$ cat src/rtl/core/bba_pkg.sv
`timescale 1ns / 1ps
// ----------------------------------------------------------------------------
// bba_pkg
// Shared types and codes of the bitmap block allocator.
// ----------------------------------------------------------------------------
package bba_pkg;

    localparam int ROW_BITS = 8;
    localparam int ROW_SH   = 3;

    localparam int SIZE_W   = 15;
    localparam int ALIGN_W  = 4;
    localparam int ADDR_W   = 32;
    localparam int STATUS_W = 2;

    localparam int IN_TDATA_W  = 56;
    localparam int OUT_TDATA_W = 32;

    localparam logic [STATUS_W-1:0] ST_OK      = 2'd0;
    localparam logic [STATUS_W-1:0] ST_NOSPACE = 2'd1;
    localparam logic [STATUS_W-1:0] ST_OUTSIDE = 2'd2;

    localparam logic MODE_ALLOC = 1'b0;
    localparam logic MODE_FREE  = 1'b1;

    typedef struct packed {
        logic                load;
        logic                scan_init;
        logic                scan;
        logic                rng_scan;
        logic                rng_free;
        logic                mark_rd;
        logic                mark_wr;
        logic                st_we;
        logic [STATUS_W-1:0] st_val;
        logic                out_load;
    } bba_cmd_t;

    typedef struct packed {
        logic is_alloc;
        logic alloc_bad;
        logic free_outside;
        logic free_empty;
        logic scan_hit;
        logic scan_end;
        logic mark_last;
    } bba_sts_t;

endpackage

$ cat src/rtl/core/bba_ram.sv
`timescale 1ns / 1ps
// ----------------------------------------------------------------------------
// bba_ram
// Generic single-clock RAM, one write port, one registered read port.
// ----------------------------------------------------------------------------
module bba_ram #(
    parameter int WIDTH = 8,
    parameter int DEPTH = 64
) (
    input  logic                     clk,
    input  logic                     we,
    input  logic [$clog2(DEPTH)-1:0] waddr,
    input  logic [WIDTH-1:0]         wdata,
    input  logic                     re,
    input  logic [$clog2(DEPTH)-1:0] raddr,
    output logic [WIDTH-1:0]         rdata
);

    logic [WIDTH-1:0] mem_reg [DEPTH];
    logic [WIDTH-1:0] rdata_reg;

    always_ff @(posedge clk)
    begin
        if (we)
        begin
            mem_reg[waddr] <= wdata;
        end
        if (re)
        begin
            rdata_reg <= mem_reg[raddr];
        end
    end

    assign rdata = rdata_reg;

endmodule

$ cat src/rtl/core/bba_datapath.sv
`timescale 1ns / 1ps
// ----------------------------------------------------------------------------
// bba_datapath
// Request registers, block map RAM with per-row valid bits, first-fit scan,
// read-modify-write of map rows and result registers.
// ----------------------------------------------------------------------------
module bba_datapath #(
    parameter int BLOCK_BYTES = 32,
    parameter int HEAP_BYTES  = 16384
) (
    input  logic                            clk,
    input  logic                            rst_n,
    input  logic                            cfg_we,
    input  logic [bba_pkg::ADDR_W-1:0]      cfg_wdata,
    input  logic                            in_mode,
    input  logic [bba_pkg::SIZE_W-1:0]      in_size,
    input  logic [bba_pkg::ALIGN_W-1:0]     in_align,
    input  logic [bba_pkg::ADDR_W-1:0]      in_faddr,
    input  bba_pkg::bba_cmd_t               cmd,
    output bba_pkg::bba_sts_t               sts,
    output logic [bba_pkg::ADDR_W-1:0]      res_addr,
    output logic [bba_pkg::STATUS_W-1:0]    res_status
);

    localparam int BLK_CNT = HEAP_BYTES / BLOCK_BYTES;
    localparam int LOG2B   = $clog2(BLOCK_BYTES);
    localparam int BLK_W   = $clog2(BLK_CNT);
    localparam int CNT_W   = $clog2(BLK_CNT + 1);
    localparam int ROWS    = BLK_CNT / bba_pkg::ROW_BITS;
    localparam int ROW_W   = $clog2(ROWS);
    localparam int NEED_W  = bba_pkg::SIZE_W + 1;
    localparam int CMP_W   = ((CNT_W > NEED_W) ? CNT_W : NEED_W) + 1;

    localparam logic [CMP_W-1:0]           BLK_CNT_C = CMP_W'(BLK_CNT);
    localparam logic [bba_pkg::ADDR_W-1:0] HEAP_C    = bba_pkg::ADDR_W'(HEAP_BYTES);
    localparam logic [NEED_W-1:0]          RND_C     = NEED_W'(BLOCK_BYTES - 1);
    localparam logic [ROW_W-1:0]           LAST_ROW  = ROW_W'(ROWS - 1);

    // configuration and request
    logic [bba_pkg::ADDR_W-1:0]  base_reg;
    logic                        mode_reg;
    logic [bba_pkg::SIZE_W-1:0]  size_reg;
    logic [bba_pkg::ALIGN_W-1:0] align_reg;
    logic [bba_pkg::ADDR_W-1:0]  faddr_reg;
    logic [CNT_W-1:0]            need_reg;

    // scan
    logic [ROW_W-1:0] iss_row_reg;
    logic             iss_done_reg;
    logic             prc_vld_reg;
    logic [ROW_W-1:0] prc_row_reg;
    logic             run_act_reg;
    logic [BLK_W-1:0] run_start_reg;
    logic [CNT_W-1:0] run_len_reg;

    // range update
    logic [BLK_W-1:0] rng_first_reg;
    logic [CNT_W-1:0] rng_end_reg;
    logic [ROW_W-1:0] mk_row_reg;
    logic [ROW_W-1:0] last_row_reg;

    logic [ROWS-1:0]  row_vld_reg;
    logic             vld_rd_reg;

    logic [bba_pkg::STATUS_W-1:0] st_reg;
    logic [bba_pkg::ADDR_W-1:0]   res_addr_reg;
    logic [bba_pkg::STATUS_W-1:0] res_status_reg;

    // decode
    logic [NEED_W-1:0]          need_full;
    logic [CMP_W-1:0]           need_cmp;
    logic [CNT_W-1:0]           need_c;
    logic [bba_pkg::ADDR_W-1:0] offset;
    logic [BLK_W-1:0]           free_first;
    logic [CMP_W-1:0]           avail;

    // ram
    logic                         ram_re;
    logic [ROW_W-1:0]             ram_raddr;
    logic [bba_pkg::ROW_BITS-1:0] ram_rdata;
    logic [bba_pkg::ROW_BITS-1:0] row_rd;
    logic [bba_pkg::ROW_BITS-1:0] row_wr;

    // scan step
    logic [15:0]      mask16;
    logic [16:0]      mask17;
    logic             scan_act;
    logic [BLK_W-1:0] scan_start;
    logic [CNT_W-1:0] scan_len;
    logic             hit;
    logic [BLK_W-1:0] hit_start;

    // range select
    logic [BLK_W-1:0] first_c;
    logic [CNT_W-1:0] end_c;
    logic [CNT_W-1:0] end_m1;

    assign need_full = (NEED_W'(size_reg) + RND_C) >> LOG2B;
    assign need_cmp  = CMP_W'(need_full);
    assign need_c    = CNT_W'(need_full);
    assign offset    = faddr_reg - base_reg;
    assign free_first = offset[LOG2B +: BLK_W];
    assign avail     = BLK_CNT_C - CMP_W'(free_first);

    assign sts.is_alloc     = (mode_reg == bba_pkg::MODE_ALLOC);
    assign sts.alloc_bad    = (need_full == '0) || (need_cmp > BLK_CNT_C);
    assign sts.free_outside = (offset >= HEAP_C) || (need_cmp > avail);
    assign sts.free_empty   = (need_full == '0);

    assign ram_re    = (cmd.scan && !iss_done_reg) || cmd.mark_rd;
    assign ram_raddr = cmd.mark_rd ? mk_row_reg : iss_row_reg;
    assign row_rd    = vld_rd_reg ? ram_rdata : '0;

    bba_ram #(
        .WIDTH (bba_pkg::ROW_BITS),
        .DEPTH (ROWS)
    ) u_map (
        .clk   (clk),
        .we    (cmd.mark_wr),
        .waddr (mk_row_reg),
        .wdata (row_wr),
        .re    (ram_re),
        .raddr (ram_raddr),
        .rdata (ram_rdata)
    );

    assign mask17 = (17'd1 << align_reg) - 17'd1;
    assign mask16 = mask17[15:0];

    // one map row per cycle, eight blocks in order
    always_comb
    begin
        logic [BLK_W-1:0]           idx;
        logic [bba_pkg::ADDR_W-1:0] boff;
        logic [15:0]                baddr;
        scan_act   = run_act_reg;
        scan_start = run_start_reg;
        scan_len   = run_len_reg;
        hit        = 1'b0;
        hit_start  = run_start_reg;
        for (int k = 0; k < bba_pkg::ROW_BITS; k++)
        begin
            idx   = {prc_row_reg, bba_pkg::ROW_SH'(k)};
            boff  = bba_pkg::ADDR_W'({idx, {LOG2B{1'b0}}});
            baddr = base_reg[15:0] + boff[15:0];
            if (!hit)
            begin
                if (!row_rd[k])
                begin
                    if (scan_act)
                    begin
                        scan_len = scan_len + CNT_W'(1);
                    end
                    else if ((baddr & mask16) == 16'd0)
                    begin
                        scan_act   = 1'b1;
                        scan_start = idx;
                        scan_len   = CNT_W'(1);
                    end
                end
                else
                begin
                    scan_act = 1'b0;
                    scan_len = '0;
                end
                if (scan_act && (scan_len == need_reg))
                begin
                    hit       = 1'b1;
                    hit_start = scan_start;
                end
            end
        end
    end

    assign sts.scan_hit = prc_vld_reg && hit;
    assign sts.scan_end = prc_vld_reg && !hit && (prc_row_reg == LAST_ROW);

    assign first_c = cmd.rng_scan ? hit_start : free_first;
    assign end_c   = CNT_W'(first_c) + (cmd.rng_scan ? need_reg : need_c);
    assign end_m1  = end_c - CNT_W'(1);

    assign sts.mark_last = (mk_row_reg == last_row_reg);

    always_comb
    begin
        logic [BLK_W-1:0] idx;
        for (int k = 0; k < bba_pkg::ROW_BITS; k++)
        begin
            idx = {mk_row_reg, bba_pkg::ROW_SH'(k)};
            if ((idx >= rng_first_reg) && (CNT_W'(idx) < rng_end_reg))
            begin
                row_wr[k] = (mode_reg == bba_pkg::MODE_ALLOC);
            end
            else
            begin
                row_wr[k] = row_rd[k];
            end
        end
    end

    always_ff @(posedge clk or negedge rst_n)
    begin
        if (!rst_n)
        begin
            base_reg     <= '0;
            row_vld_reg  <= '0;
            prc_vld_reg  <= 1'b0;
            iss_done_reg <= 1'b0;
        end
        else
        begin
            if (cfg_we)
            begin
                base_reg <= cfg_wdata;
            end
            if (cmd.mark_wr)
            begin
                row_vld_reg[mk_row_reg] <= 1'b1;
            end
            if (cmd.scan_init)
            begin
                prc_vld_reg  <= 1'b0;
                iss_done_reg <= 1'b0;
            end
            else if (cmd.scan)
            begin
                prc_vld_reg <= !iss_done_reg;
                if (!iss_done_reg && (iss_row_reg == LAST_ROW))
                begin
                    iss_done_reg <= 1'b1;
                end
            end
            else
            begin
                prc_vld_reg <= 1'b0;
            end
        end
    end

    always_ff @(posedge clk)
    begin
        if (cmd.load)
        begin
            mode_reg  <= in_mode;
            size_reg  <= in_size;
            align_reg <= in_align;
            faddr_reg <= in_faddr;
        end
        if (ram_re)
        begin
            vld_rd_reg <= row_vld_reg[ram_raddr];
        end
        if (cmd.scan_init)
        begin
            need_reg    <= need_c;
            iss_row_reg <= '0;
            run_act_reg <= 1'b0;
            run_len_reg <= '0;
        end
        else if (cmd.scan)
        begin
            if (!iss_done_reg)
            begin
                iss_row_reg <= iss_row_reg + ROW_W'(1);
            end
            prc_row_reg <= iss_row_reg;
            if (prc_vld_reg)
            begin
                run_act_reg   <= scan_act;
                run_start_reg <= scan_start;
                run_len_reg   <= scan_len;
            end
        end
        if (cmd.rng_scan || cmd.rng_free)
        begin
            rng_first_reg <= first_c;
            rng_end_reg   <= end_c;
            mk_row_reg    <= first_c[BLK_W-1 -: ROW_W];
            last_row_reg  <= end_m1[bba_pkg::ROW_SH +: ROW_W];
        end
        else if (cmd.mark_wr)
        begin
            mk_row_reg <= mk_row_reg + ROW_W'(1);
        end
        if (cmd.st_we)
        begin
            st_reg <= cmd.st_val;
        end
        if (cmd.out_load)
        begin
            res_status_reg <= st_reg;
            if ((st_reg == bba_pkg::ST_OK) && (mode_reg == bba_pkg::MODE_ALLOC))
            begin
                res_addr_reg <= base_reg
                    + bba_pkg::ADDR_W'({rng_first_reg, {LOG2B{1'b0}}});
            end
            else
            begin
                res_addr_reg <= '0;
            end
        end
    end

    assign res_addr   = res_addr_reg;
    assign res_status = res_status_reg;

endmodule

$ cat src/rtl/core/bba_ctrl.sv
`timescale 1ns / 1ps
// ----------------------------------------------------------------------------
// bba_ctrl
// Request sequencer: decode, map scan, row updates and result handoff.
// ----------------------------------------------------------------------------
module bba_ctrl (
    input  logic              clk,
    input  logic              rst_n,
    input  logic              in_valid,
    output logic              in_ready,
    output logic              out_valid,
    input  logic              out_ready,
    input  bba_pkg::bba_sts_t sts,
    output bba_pkg::bba_cmd_t cmd
);

    localparam logic [2:0] S_IDLE    = 3'd0;
    localparam logic [2:0] S_DECODE  = 3'd1;
    localparam logic [2:0] S_SCAN    = 3'd2;
    localparam logic [2:0] S_MARK_RD = 3'd3;
    localparam logic [2:0] S_MARK_WR = 3'd4;
    localparam logic [2:0] S_FINISH  = 3'd5;

    logic [2:0] state_reg;
    logic [2:0] state_next;
    logic       out_vld_reg;
    logic       out_vld_next;

    always_comb
    begin
        state_next = state_reg;
        cmd        = '0;
        in_ready   = 1'b0;
        unique case (state_reg)
            S_IDLE:
            begin
                in_ready = 1'b1;
                if (in_valid)
                begin
                    cmd.load   = 1'b1;
                    state_next = S_DECODE;
                end
            end
            S_DECODE:
            begin
                priority if (sts.is_alloc && sts.alloc_bad)
                begin
                    cmd.st_we  = 1'b1;
                    cmd.st_val = bba_pkg::ST_NOSPACE;
                    state_next = S_FINISH;
                end
                else if (sts.is_alloc)
                begin
                    cmd.scan_init = 1'b1;
                    state_next    = S_SCAN;
                end
                else if (sts.free_outside)
                begin
                    cmd.st_we  = 1'b1;
                    cmd.st_val = bba_pkg::ST_OUTSIDE;
                    state_next = S_FINISH;
                end
                else if (sts.free_empty)
                begin
                    cmd.st_we  = 1'b1;
                    cmd.st_val = bba_pkg::ST_OK;
                    state_next = S_FINISH;
                end
                else
                begin
                    cmd.rng_free = 1'b1;
                    cmd.st_we    = 1'b1;
                    cmd.st_val   = bba_pkg::ST_OK;
                    state_next   = S_MARK_RD;
                end
            end
            S_SCAN:
            begin
                cmd.scan = 1'b1;
                priority if (sts.scan_hit)
                begin
                    cmd.rng_scan = 1'b1;
                    cmd.st_we    = 1'b1;
                    cmd.st_val   = bba_pkg::ST_OK;
                    state_next   = S_MARK_RD;
                end
                else if (sts.scan_end)
                begin
                    cmd.st_we  = 1'b1;
                    cmd.st_val = bba_pkg::ST_NOSPACE;
                    state_next = S_FINISH;
                end
            end
            S_MARK_RD:
            begin
                cmd.mark_rd = 1'b1;
                state_next  = S_MARK_WR;
            end
            S_MARK_WR:
            begin
                cmd.mark_wr = 1'b1;
                state_next  = sts.mark_last ? S_FINISH : S_MARK_RD;
            end
            S_FINISH:
            begin
                if (!out_vld_reg || out_ready)
                begin
                    cmd.out_load = 1'b1;
                    state_next   = S_IDLE;
                end
            end
            default:
            begin
                state_next = S_IDLE;
            end
        endcase
    end

    always_comb
    begin
        out_vld_next = out_vld_reg;
        priority if (cmd.out_load)
        begin
            out_vld_next = 1'b1;
        end
        else if (out_ready)
        begin
            out_vld_next = 1'b0;
        end
    end

    always_ff @(posedge clk or negedge rst_n)
    begin
        if (!rst_n)
        begin
            state_reg   <= S_IDLE;
            out_vld_reg <= 1'b0;
        end
        else
        begin
            state_reg   <= state_next;
            out_vld_reg <= out_vld_next;
        end
    end

    assign out_valid = out_vld_reg;

endmodule

$ cat src/rtl/core/bitmap_block_allocator.sv
`timescale 1ns / 1ps
// ----------------------------------------------------------------------------
// bitmap_block_allocator
// First-fit allocator over a bitmap of fixed-size heap blocks.
// ----------------------------------------------------------------------------
// Usage:
//   cfg_*    : heap_base write, taken any cycle (cfg_ready is tied high);
//              write only while no request is in flight.
//   s_axis_* : one request per beat. tuser = mode (0 allocate, 1 free).
//   m_axis_* : one result per request, tdata = address, tuser = status.
// Sequence:
//   A decode state follows the accepting edge. An allocate then scans the map
//   one 8-block row per cycle, ending at the first fit. A granted allocate or
//   a free then rewrites each touched row (read, then write); requests
//   rejected at decode, empty frees and allocates with no fit skip the
//   rewrite, and only allocates scan. The output register then loads once
//   it is free, and the next beat is taken the cycle after that load. One
//   request is in flight at a time.
// Reset: all blocks free (per-row valid bits), heap_base = 0, no result.
// Stall: a held result keeps m_axis_* stable; a finished request waits in
//   its last state until the output register frees up.
// BLOCK_BYTES and HEAP_BYTES are powers of two with at least 16 blocks.
// ----------------------------------------------------------------------------
module bitmap_block_allocator #(
    parameter int BLOCK_BYTES = 32,
    parameter int HEAP_BYTES  = 16384
) (
    input  logic                               clk,
    input  logic                               rst_n,
    input  logic                               cfg_valid,
    output logic                               cfg_ready,
    input  logic [bba_pkg::ADDR_W-1:0]         cfg_data,
    input  logic                               s_axis_tvalid,
    output logic                               s_axis_tready,
    // [14:0] size_bytes, [18:15] align_log2, [50:19] free_address, rest zero
    input  logic [bba_pkg::IN_TDATA_W-1:0]     s_axis_tdata,
    // [0] mode
    input  logic [0:0]                         s_axis_tuser,
    output logic                               m_axis_tvalid,
    input  logic                               m_axis_tready,
    // [31:0] address
    output logic [bba_pkg::OUT_TDATA_W-1:0]    m_axis_tdata,
    // [1:0] status
    output logic [bba_pkg::STATUS_W-1:0]       m_axis_tuser
);

    bba_pkg::bba_cmd_t cmd;
    bba_pkg::bba_sts_t sts;

    assign cfg_ready = 1'b1;

    bba_ctrl u_ctrl (
        .clk       (clk),
        .rst_n     (rst_n),
        .in_valid  (s_axis_tvalid),
        .in_ready  (s_axis_tready),
        .out_valid (m_axis_tvalid),
        .out_ready (m_axis_tready),
        .sts       (sts),
        .cmd       (cmd)
    );

    bba_datapath #(
        .BLOCK_BYTES (BLOCK_BYTES),
        .HEAP_BYTES  (HEAP_BYTES)
    ) u_dp (
        .clk        (clk),
        .rst_n      (rst_n),
        .cfg_we     (cfg_valid),
        .cfg_wdata  (cfg_data),
        .in_mode    (s_axis_tuser[0]),
        .in_size    (s_axis_tdata[14:0]),
        .in_align   (s_axis_tdata[18:15]),
        .in_faddr   (s_axis_tdata[50:19]),
        .cmd        (cmd),
        .sts        (sts),
        .res_addr   (m_axis_tdata),
        .res_status (m_axis_tuser)
    );

`ifndef SYNTH
    a_one_action: assert property (@(posedge clk) disable iff (!rst_n)
        $onehot0({cmd.load, cmd.scan, cmd.mark_rd, cmd.mark_wr, cmd.out_load}))
        else $error("more than one datapath action in a cycle");

    a_rmw_order: assert property (@(posedge clk) disable iff (!rst_n)
        cmd.mark_wr |-> $past(cmd.mark_rd))
        else $error("map row write without preceding read");

    a_busy_after_beat: assert property (@(posedge clk) disable iff (!rst_n)
        (s_axis_tvalid && s_axis_tready) |=> !s_axis_tready)
        else $error("request taken while one is in flight");

    a_fail_zero_addr: assert property (@(posedge clk) disable iff (!rst_n)
        (m_axis_tvalid && (m_axis_tuser == bba_pkg::ST_OUTSIDE)) |-> (m_axis_tdata == '0))
        else $error("nonzero address on rejected free");
`endif

endmodule
$ cat config.mk
export PLATFORM = sky130hd
export DESIGN_NAME = bitmap_block_allocator
export DESIGN_NICKNAME = d
export VERILOG_FILES = /design/src/rtl/core/bba_pkg.sv /design/src/rtl/core/bba_ram.sv /design/src/rtl/core/bba_datapath.sv /design/src/rtl/core/bba_ctrl.sv /design/src/rtl/core/bitmap_block_allocator.sv
export SDC_FILE = /design/constraint.sdc
export NUM_CORES = 2
export LEC_CHECK = 0
export ABC_CLOCK_PERIOD_IN_PS = 44500
export BUFFER_PORTS_ARGS = -buffer_cell sky130_fd_sc_hd__buf_2
export CORE_UTILIZATION = 54
export DETAILED_ROUTE_END_ITERATION = 7
export MAX_ROUTING_LAYER = met4
export PLACE_DENSITY = 0.72
export SYNTH_ARGS = -nofsm -noshare
export SYNTH_HDL_FRONTEND = slang
export SYNTH_SLANG_ARGS = --single-unit
$ cat constraint.sdc
create_clock -name clk -period 44.5 [get_ports clk]
set_clock_uncertainty 0.2 [all_clocks]
set_input_delay 4.45 -clock clk [delete_from_list [all_inputs] [get_ports clk]]
set_output_delay 4.45 -clock clk [all_outputs]
set_load 0.01 [all_outputs]
# After elaboration in Yosys (flattened, before gate mapping)
# Memory sizes are Yosys's and may differ from the RTL's. A register that Yosys moved wholly into a read port is not among the register bits.
# Cells that the tools add are included.
# word_totals
regBits	264
ramBits	512
inputBits	94
output_inout_bits	37
word_cells	357
memories	1
# classes
add_sub_neg	25
magnitude_cmp	22
eq_ne	19
n_shift	1
n_mux	200
bitwise_logic	12
reduce_logical	53
# memory_table
name	words	word_bits	rd	rd_ports_with_merged_regs	wr	line	source
u_dp.u_map.mem_reg	64	8	1	1	1	bba_ram.sv:19	logic [WIDTH-1:0] mem_reg [DEPTH];
# ops
operator	n
9-bit 2-to-1 mux	50
10-bit 2-to-1 mux	39
16-bit zero test	9
16-bit by 14-bit adder with 16-bit output	8
16-bit bitwise AND	8
1-bit 2-to-1 mux	88
10-bit by 1-bit adder with 10-bit output, second input constant	8
10-bit equality test	8
9-bit by 10-bit less-than comparator with 1-bit output	8
9-bit greater-or-equal comparator	8
64-bit bitwise OR	1
3-bit 2-to-1 mux	13
32-bit by 14-bit adder with 32-bit output	1
32-bit by 15-bit greater-or-equal comparator with 1-bit output, second input constant	1
32-bit subtractor	1
1-bit logical AND	24
6-bit 2-to-1 mux	3
3-bit case mux with 6 select lines	1
11-bit by 17-bit greater-than comparator with 1-bit output	1
15-bit by 5-bit adder with 16-bit output, second input constant	1
1-bit by 4-bit left shift with 16-bit output, first input constant	1
16-bit by 1-bit subtractor with 16-bit output, second input constant	1
6-bit by 7-bit less-than comparator with 1-bit output, second input constant	2
6-bit by 1-bit adder with 6-bit output, second input constant	2
26 further kinds	45

# Longest topological paths before layout
# depth
word_depth	51
ltp_mapped	80
ltp_nobuf	67

# Modules after synthesis
# A second synthesis with hierarchy kept.
# unflattened
hier_cells	3901
hier_area_um2	44801.7
# by_module_without_submodules
module	instances	cells_each	area_per_inst_um2	seq_area_each_um2
bba_datapath	1	2881	24140.7	7146.9
bba_ram	1	972	20270.7	15615.0
bba_ctrl	1	46	379.1	100.1
bitmap_block_allocator	1	2	11.3	0.0

# Worst setup path before layout
# Ideal clock, no wire load.
# synth_timing
kind	reg2reg
from	reg u_dp.align_reg[0] (netlist bit)
to	reg u_dp.rng_end_reg[9] (data pin)
setup_time_ps	264
arrival_time_ps	15420
slack_ps	28616
path_stages_with_launch	75
n_path_buf	11
cell_sequence	edfxtp_1 > buf_6 > or4_4 > ha_1 > and2_1 > a221o_2 > a221o_1 > a221oi_2 > nand3_2 > o21ai_4 > o211a_1 > ha_1 > nand2_1 > nor3_1 > nand2b_1 > a21o_1 > nand2_1 > o311ai_0 > (+39 left out) > a221o_1 > nor4b_2 > nand4b_2 > nor3_2 > o21ai_1 > clkbuf_1 > mux2i_1 > ha_1 > a21o_1 > a21oi_1 > o21bai_1 > a21oi_1 > o21bai_1 > a21oi_1 > o21bai_1 > a21oi_1 > or3_1 > nand4_1
# synth_via
elab_chain_len	50
elab_cells_between_ends	184
classes_between	add/sub (9); eq/ne (8); shift (1); mux (141); bitwise (8); reduce/logical (17)
# synth_lines
element	line	source
from (decl)	bba_datapath.sv:43	logic [bba_pkg::ALIGN_W-1:0] align_reg;
from (signal assigned)	bba_datapath.sv:246	align_reg <= in_align;
1-bit by 4-bit left shift with 16-bit output (*)	bba_datapath.sv:127	assign mask17 = (17'd1 << align_reg) - 17'd1;
16-bit by 1-bit subtractor with 16-bit output (*)	bba_datapath.sv:127	
16-bit bitwise AND	bba_datapath.sv:154	else if ((baddr & mask16) == 16'd0)
16-bit zero test	bba_datapath.sv:154	
10-bit 2-to-1 mux	bba_datapath.sv:154	
10-bit 2-to-1 mux	bba_datapath.sv:150	if (scan_act)
10-bit 2-to-1 mux	bba_datapath.sv:148	if (!row_rd[k])
10-bit by 1-bit adder with 10-bit output or 10-bit 2-to-1 mux (tied branches)	bba_datapath.sv:152, bba_datapath.sv:154	
(+36 left out)	--	
1-bit 2-to-1 mux	bba_datapath.sv:146	if (!hit)
1-bit logical AND	bba_datapath.sv:175	assign sts.scan_hit = prc_vld_reg && hit;
1-bit 2-to-1 mux	bba_ctrl.sv:80	priority if (sts.scan_hit)
2-bit 2-to-1 mux	bba_ctrl.sv:34	unique case (state_reg)
9-bit 2-to-1 mux (*)	bba_datapath.sv:178	assign first_c = cmd.rng_scan ? hit_start : free_first;
named net u_dp.first_c[1]	bba_datapath.sv:94	logic [BLK_W-1:0] first_c;
9-bit by 10-bit adder with 10-bit output (*)	bba_datapath.sv:179	assign end_c = CNT_W'(first_c) + (cmd.rng_scan ? need_reg : need_c);
named net u_dp.end_c[9]	bba_datapath.sv:95	logic [CNT_W-1:0] end_c;
to (signal assigned)	bba_datapath.sv:277	rng_end_reg <= end_c;
to (decl)	bba_datapath.sv:58	logic [CNT_W-1:0] rng_end_reg;
# Mark *: on every way through the listed nets, which the timed path passes. The rest lies on a longest branch. The select of a mux whose other input is x is not followed.
# A chain may end at the register's enable or synchronous reset.

# Final worst setup path
# layout_timing
from	reg u_dp.align_reg[1] (netlist bit)
to	reg u_dp.rng_end_reg[9] (data pin)
# Same word-level chain as after synthesis.

==> results.toml <==
[finish]
fillCellCount = 6436
multi_input_area_um2 = 20010
nNetsFinal = 4064
ff_latch_area_um2 = 22860
areaGrowthSynthToFinish_pct = 9.398
fin_area_um2 = 48280
drive_gt1_frac = 0.1594
largest_reg_flops = 512

[clock_network]
clkSinkCount = 784
cts_setup_buffers = 0
path_clk_slew_ns = 0.06
postCtsHoldBufs = 0
cts_resized = 0
h-tree-depth = 3
ctsLongestPathBuffers = 3
clock_latency_ns = 0.66
cts_tree = "done"
cts_made_buffers = 80
clockRootBuffer = "clkbuf_16"

[grt]
antenna_found_initial = 4
grt_use_total = 0.3065
grt_max_degree = 88
grt_pass1_vias = 31522
grt_pass1_wl_um = 187900
overflow = 0

[detailed_routing]
antenna_left = 0
via_per_inst = 6.588
dr.pass1.iters = 8
vias = 32918
wl_um = 123500
drc = 4
drt-initial-drc-count = 3642
wire_per_inst_um = 24.71

[synth]
synth_area_um2 = 44140
synth_top_flop_cell = "edfxtp_1"
ys_types = 132
synth.avg_cell_area_um2 = 11.52
syn-num-nets = 4029
synth_seq_cells = 784
synth_warnings = 0
synthCells = 3830
synth_edf_count = 665
postSynth.asyncResetShare = 0.1301
yosysSeqAreaShare = 0.5180

[die]
num_rows = 104
pin_count = 131
die-area_um2 = 82880
core_um2 = 80680
initial_utilization = 0.5471
die_y_um = 287.9
die_x_um = 287.9

[timing]
fin_tns_setup_ns = 0
period_minus_slack_ns = 20.09
fmax_mhz = 49.78
worst_slew_pin_slew_ns = 1.195
hold_violations = 0
finalCritPeriodShare = 0.4515
slew_violations = 0
rsz0062_at_grt = "false"
setup_violations = 0
relSlewSlack = 0.2034

[hold_path]
min_from = "u_dp.row_vld_reg[57]"
hold_depth = 1
hold_class = "flip-flop to flip-flop"
hold-path-endpoint = "u_dp.row_vld_reg[57]"

[worst_setup_path]
r2r-end = "u_dp.rng_end_reg[9]"
required_ns = 44.67
critPathArrivalTime_ns = 20.26
r2r_cells = 60
end_kind = "flip-flop"
start_kind = "flip-flop"
r2r_start = "u_dp.align_reg[1]"
path_max_fanout = 18
critPathSlowestCell = "nand4_1"
worstSetupPathType = "flip-flop to flip-flop"
slowest_delay_ns = 0.83
rrSetupSlack_ns = 24.41

[placement]
gp_congestion = 1.015
io_buffers = 124
dpl.hpwl_um = 83380
place_area_um2 = 45660

[pwr]
finalPower_mw = 3.065
p_per_area_nw_per_um2 = 63.48
p_leak_nw = 17.45
ir_drop_mv = 0.05496

[flow_run]
maxCapViolations = 0

[outcome]
violations = "DRC"
outcome = "finished with violations"
final cells by class:
cell class / instances / area share
Clock inverter: 33 / 0.007593
Clock buffer: 117 / 0.04664
Tap cell: 1060 / 0.02747
Antenna cell: 4 / 0.0002073
Inverter: 122 / 0.009484
Multi-Input combinational cell: 2705 / 0.4145
Timing Repair Buffer: 172 / 0.02063
Sequential cell: 784 / 0.4735
routing by layer:
layer / vias up / track usage / wire length (µm)
li1: 14731 / - / -
met5: - / - / 0
met4: 0 / 0.1251 / 5217
met2: 1633 / 0.4748 / 58030
met3: 335 / 0.04445 / 10250
met1: 16219 / 0.4072 / 49960
Yosys cell counts, drive strengths merged, types with 42 or more instances:
master  count  area share
nand4      47      0.0069
mux4      144       0.073
inv       119       0.010
nor2      327       0.029
and3       42      0.0060
a211oi     92       0.016
dfrtp     102       0.058
xor2       58       0.012
ha        100       0.028
nand2     347       0.030
mux2i      53       0.012
buf        77       0.010
o21ai     189       0.022
edfxtp    665        0.45
xnor2     115       0.023
a21oi     200       0.023
nor3       85       0.010
or2        89       0.013
clkbuf    142       0.012
nand3      74      0.0085
and2       80       0.011
a31oi      59      0.0085
stage by stage:
step | cells | util | hold WS [ns] | worst slack [ns]
global placement | 4843 | 0.5659 | 0.2444 | 25.05
CTS | 4993 | 0.5984 | 0.2625 | 24.93
finish | 4997 | 0.5985 | 0.2612 | 24.41
detailed placement | 4843 | 0.5659 | 0.2471 | 25.02
floorplan | 3830 | - | 0.2337 | 28.62
global route | 4997 | 0.5985 | 0.2686 | 23.22
cell families after synthesis:
group / synth area share
xor gates and xnor gates: 0.03433
DFF: 0.5180
other: 0.00008496
AOI/OAI and AO/OA: 0.1463
buffers and inverters: 0.03263
and+or+nand+nor: 0.1446
muxes: 0.09344
adders and majority gates: 0.03062
placed cells by master (no fill, tap or decap), drive strengths merged, types with 92 or more instances in the layout:
master  count
o21ai     189
edfxtp    665
dfrtp     102
mux4      144
xnor2     115
inv       122
a211oi     92
clkbuf    117
ha        100
nor2      327
a21oi     200
nand2     347
buf       172
worst max-delay path by stage:
| stage | startpoint | to | slack, ns | cells after the start |
|---|---|---|---|---|
| 2_1_floorplan | u_dp.align_reg[0] | u_dp.rng_end_reg[9] | 28.62 | 74 |
| 3_3_place_gp | u_dp.align_reg[1] | u_dp.rng_end_reg[9] | 25.05 | 60 |
| 3_5_place_dp | u_dp.align_reg[1] | u_dp.rng_end_reg[9] | 25.02 | 60 |
| 4_1_cts | u_dp.align_reg[1] | u_dp.rng_end_reg[9] | 24.93 | 60 |
| 5_1_grt | u_dp.align_reg[1] | u_dp.last_row_reg[5] | 23.22 | 59 |
| 6_report | u_dp.align_reg[1] | u_dp.rng_end_reg[9] | 24.41 | 60 |
power by group:
group / switching (mW) / internal [mW]
clock network: 0.286 / 0.379
registers: 0.0598 / 0.952
logic: 0.873 / 0.514
worst max-delay path: cells and delay by family, from the launching register on:
family | cells | cell delay (ns)
compound gates | 27 | 7.91
fa+ha+maj | 5 | 1.45
buf+inv | 2 | 0.50
flops | 1 | 0.67
simple gates | 22 | 7.60
mux | 4 | 1.39
Note: power is estimated with default switching activity, not from simulation.
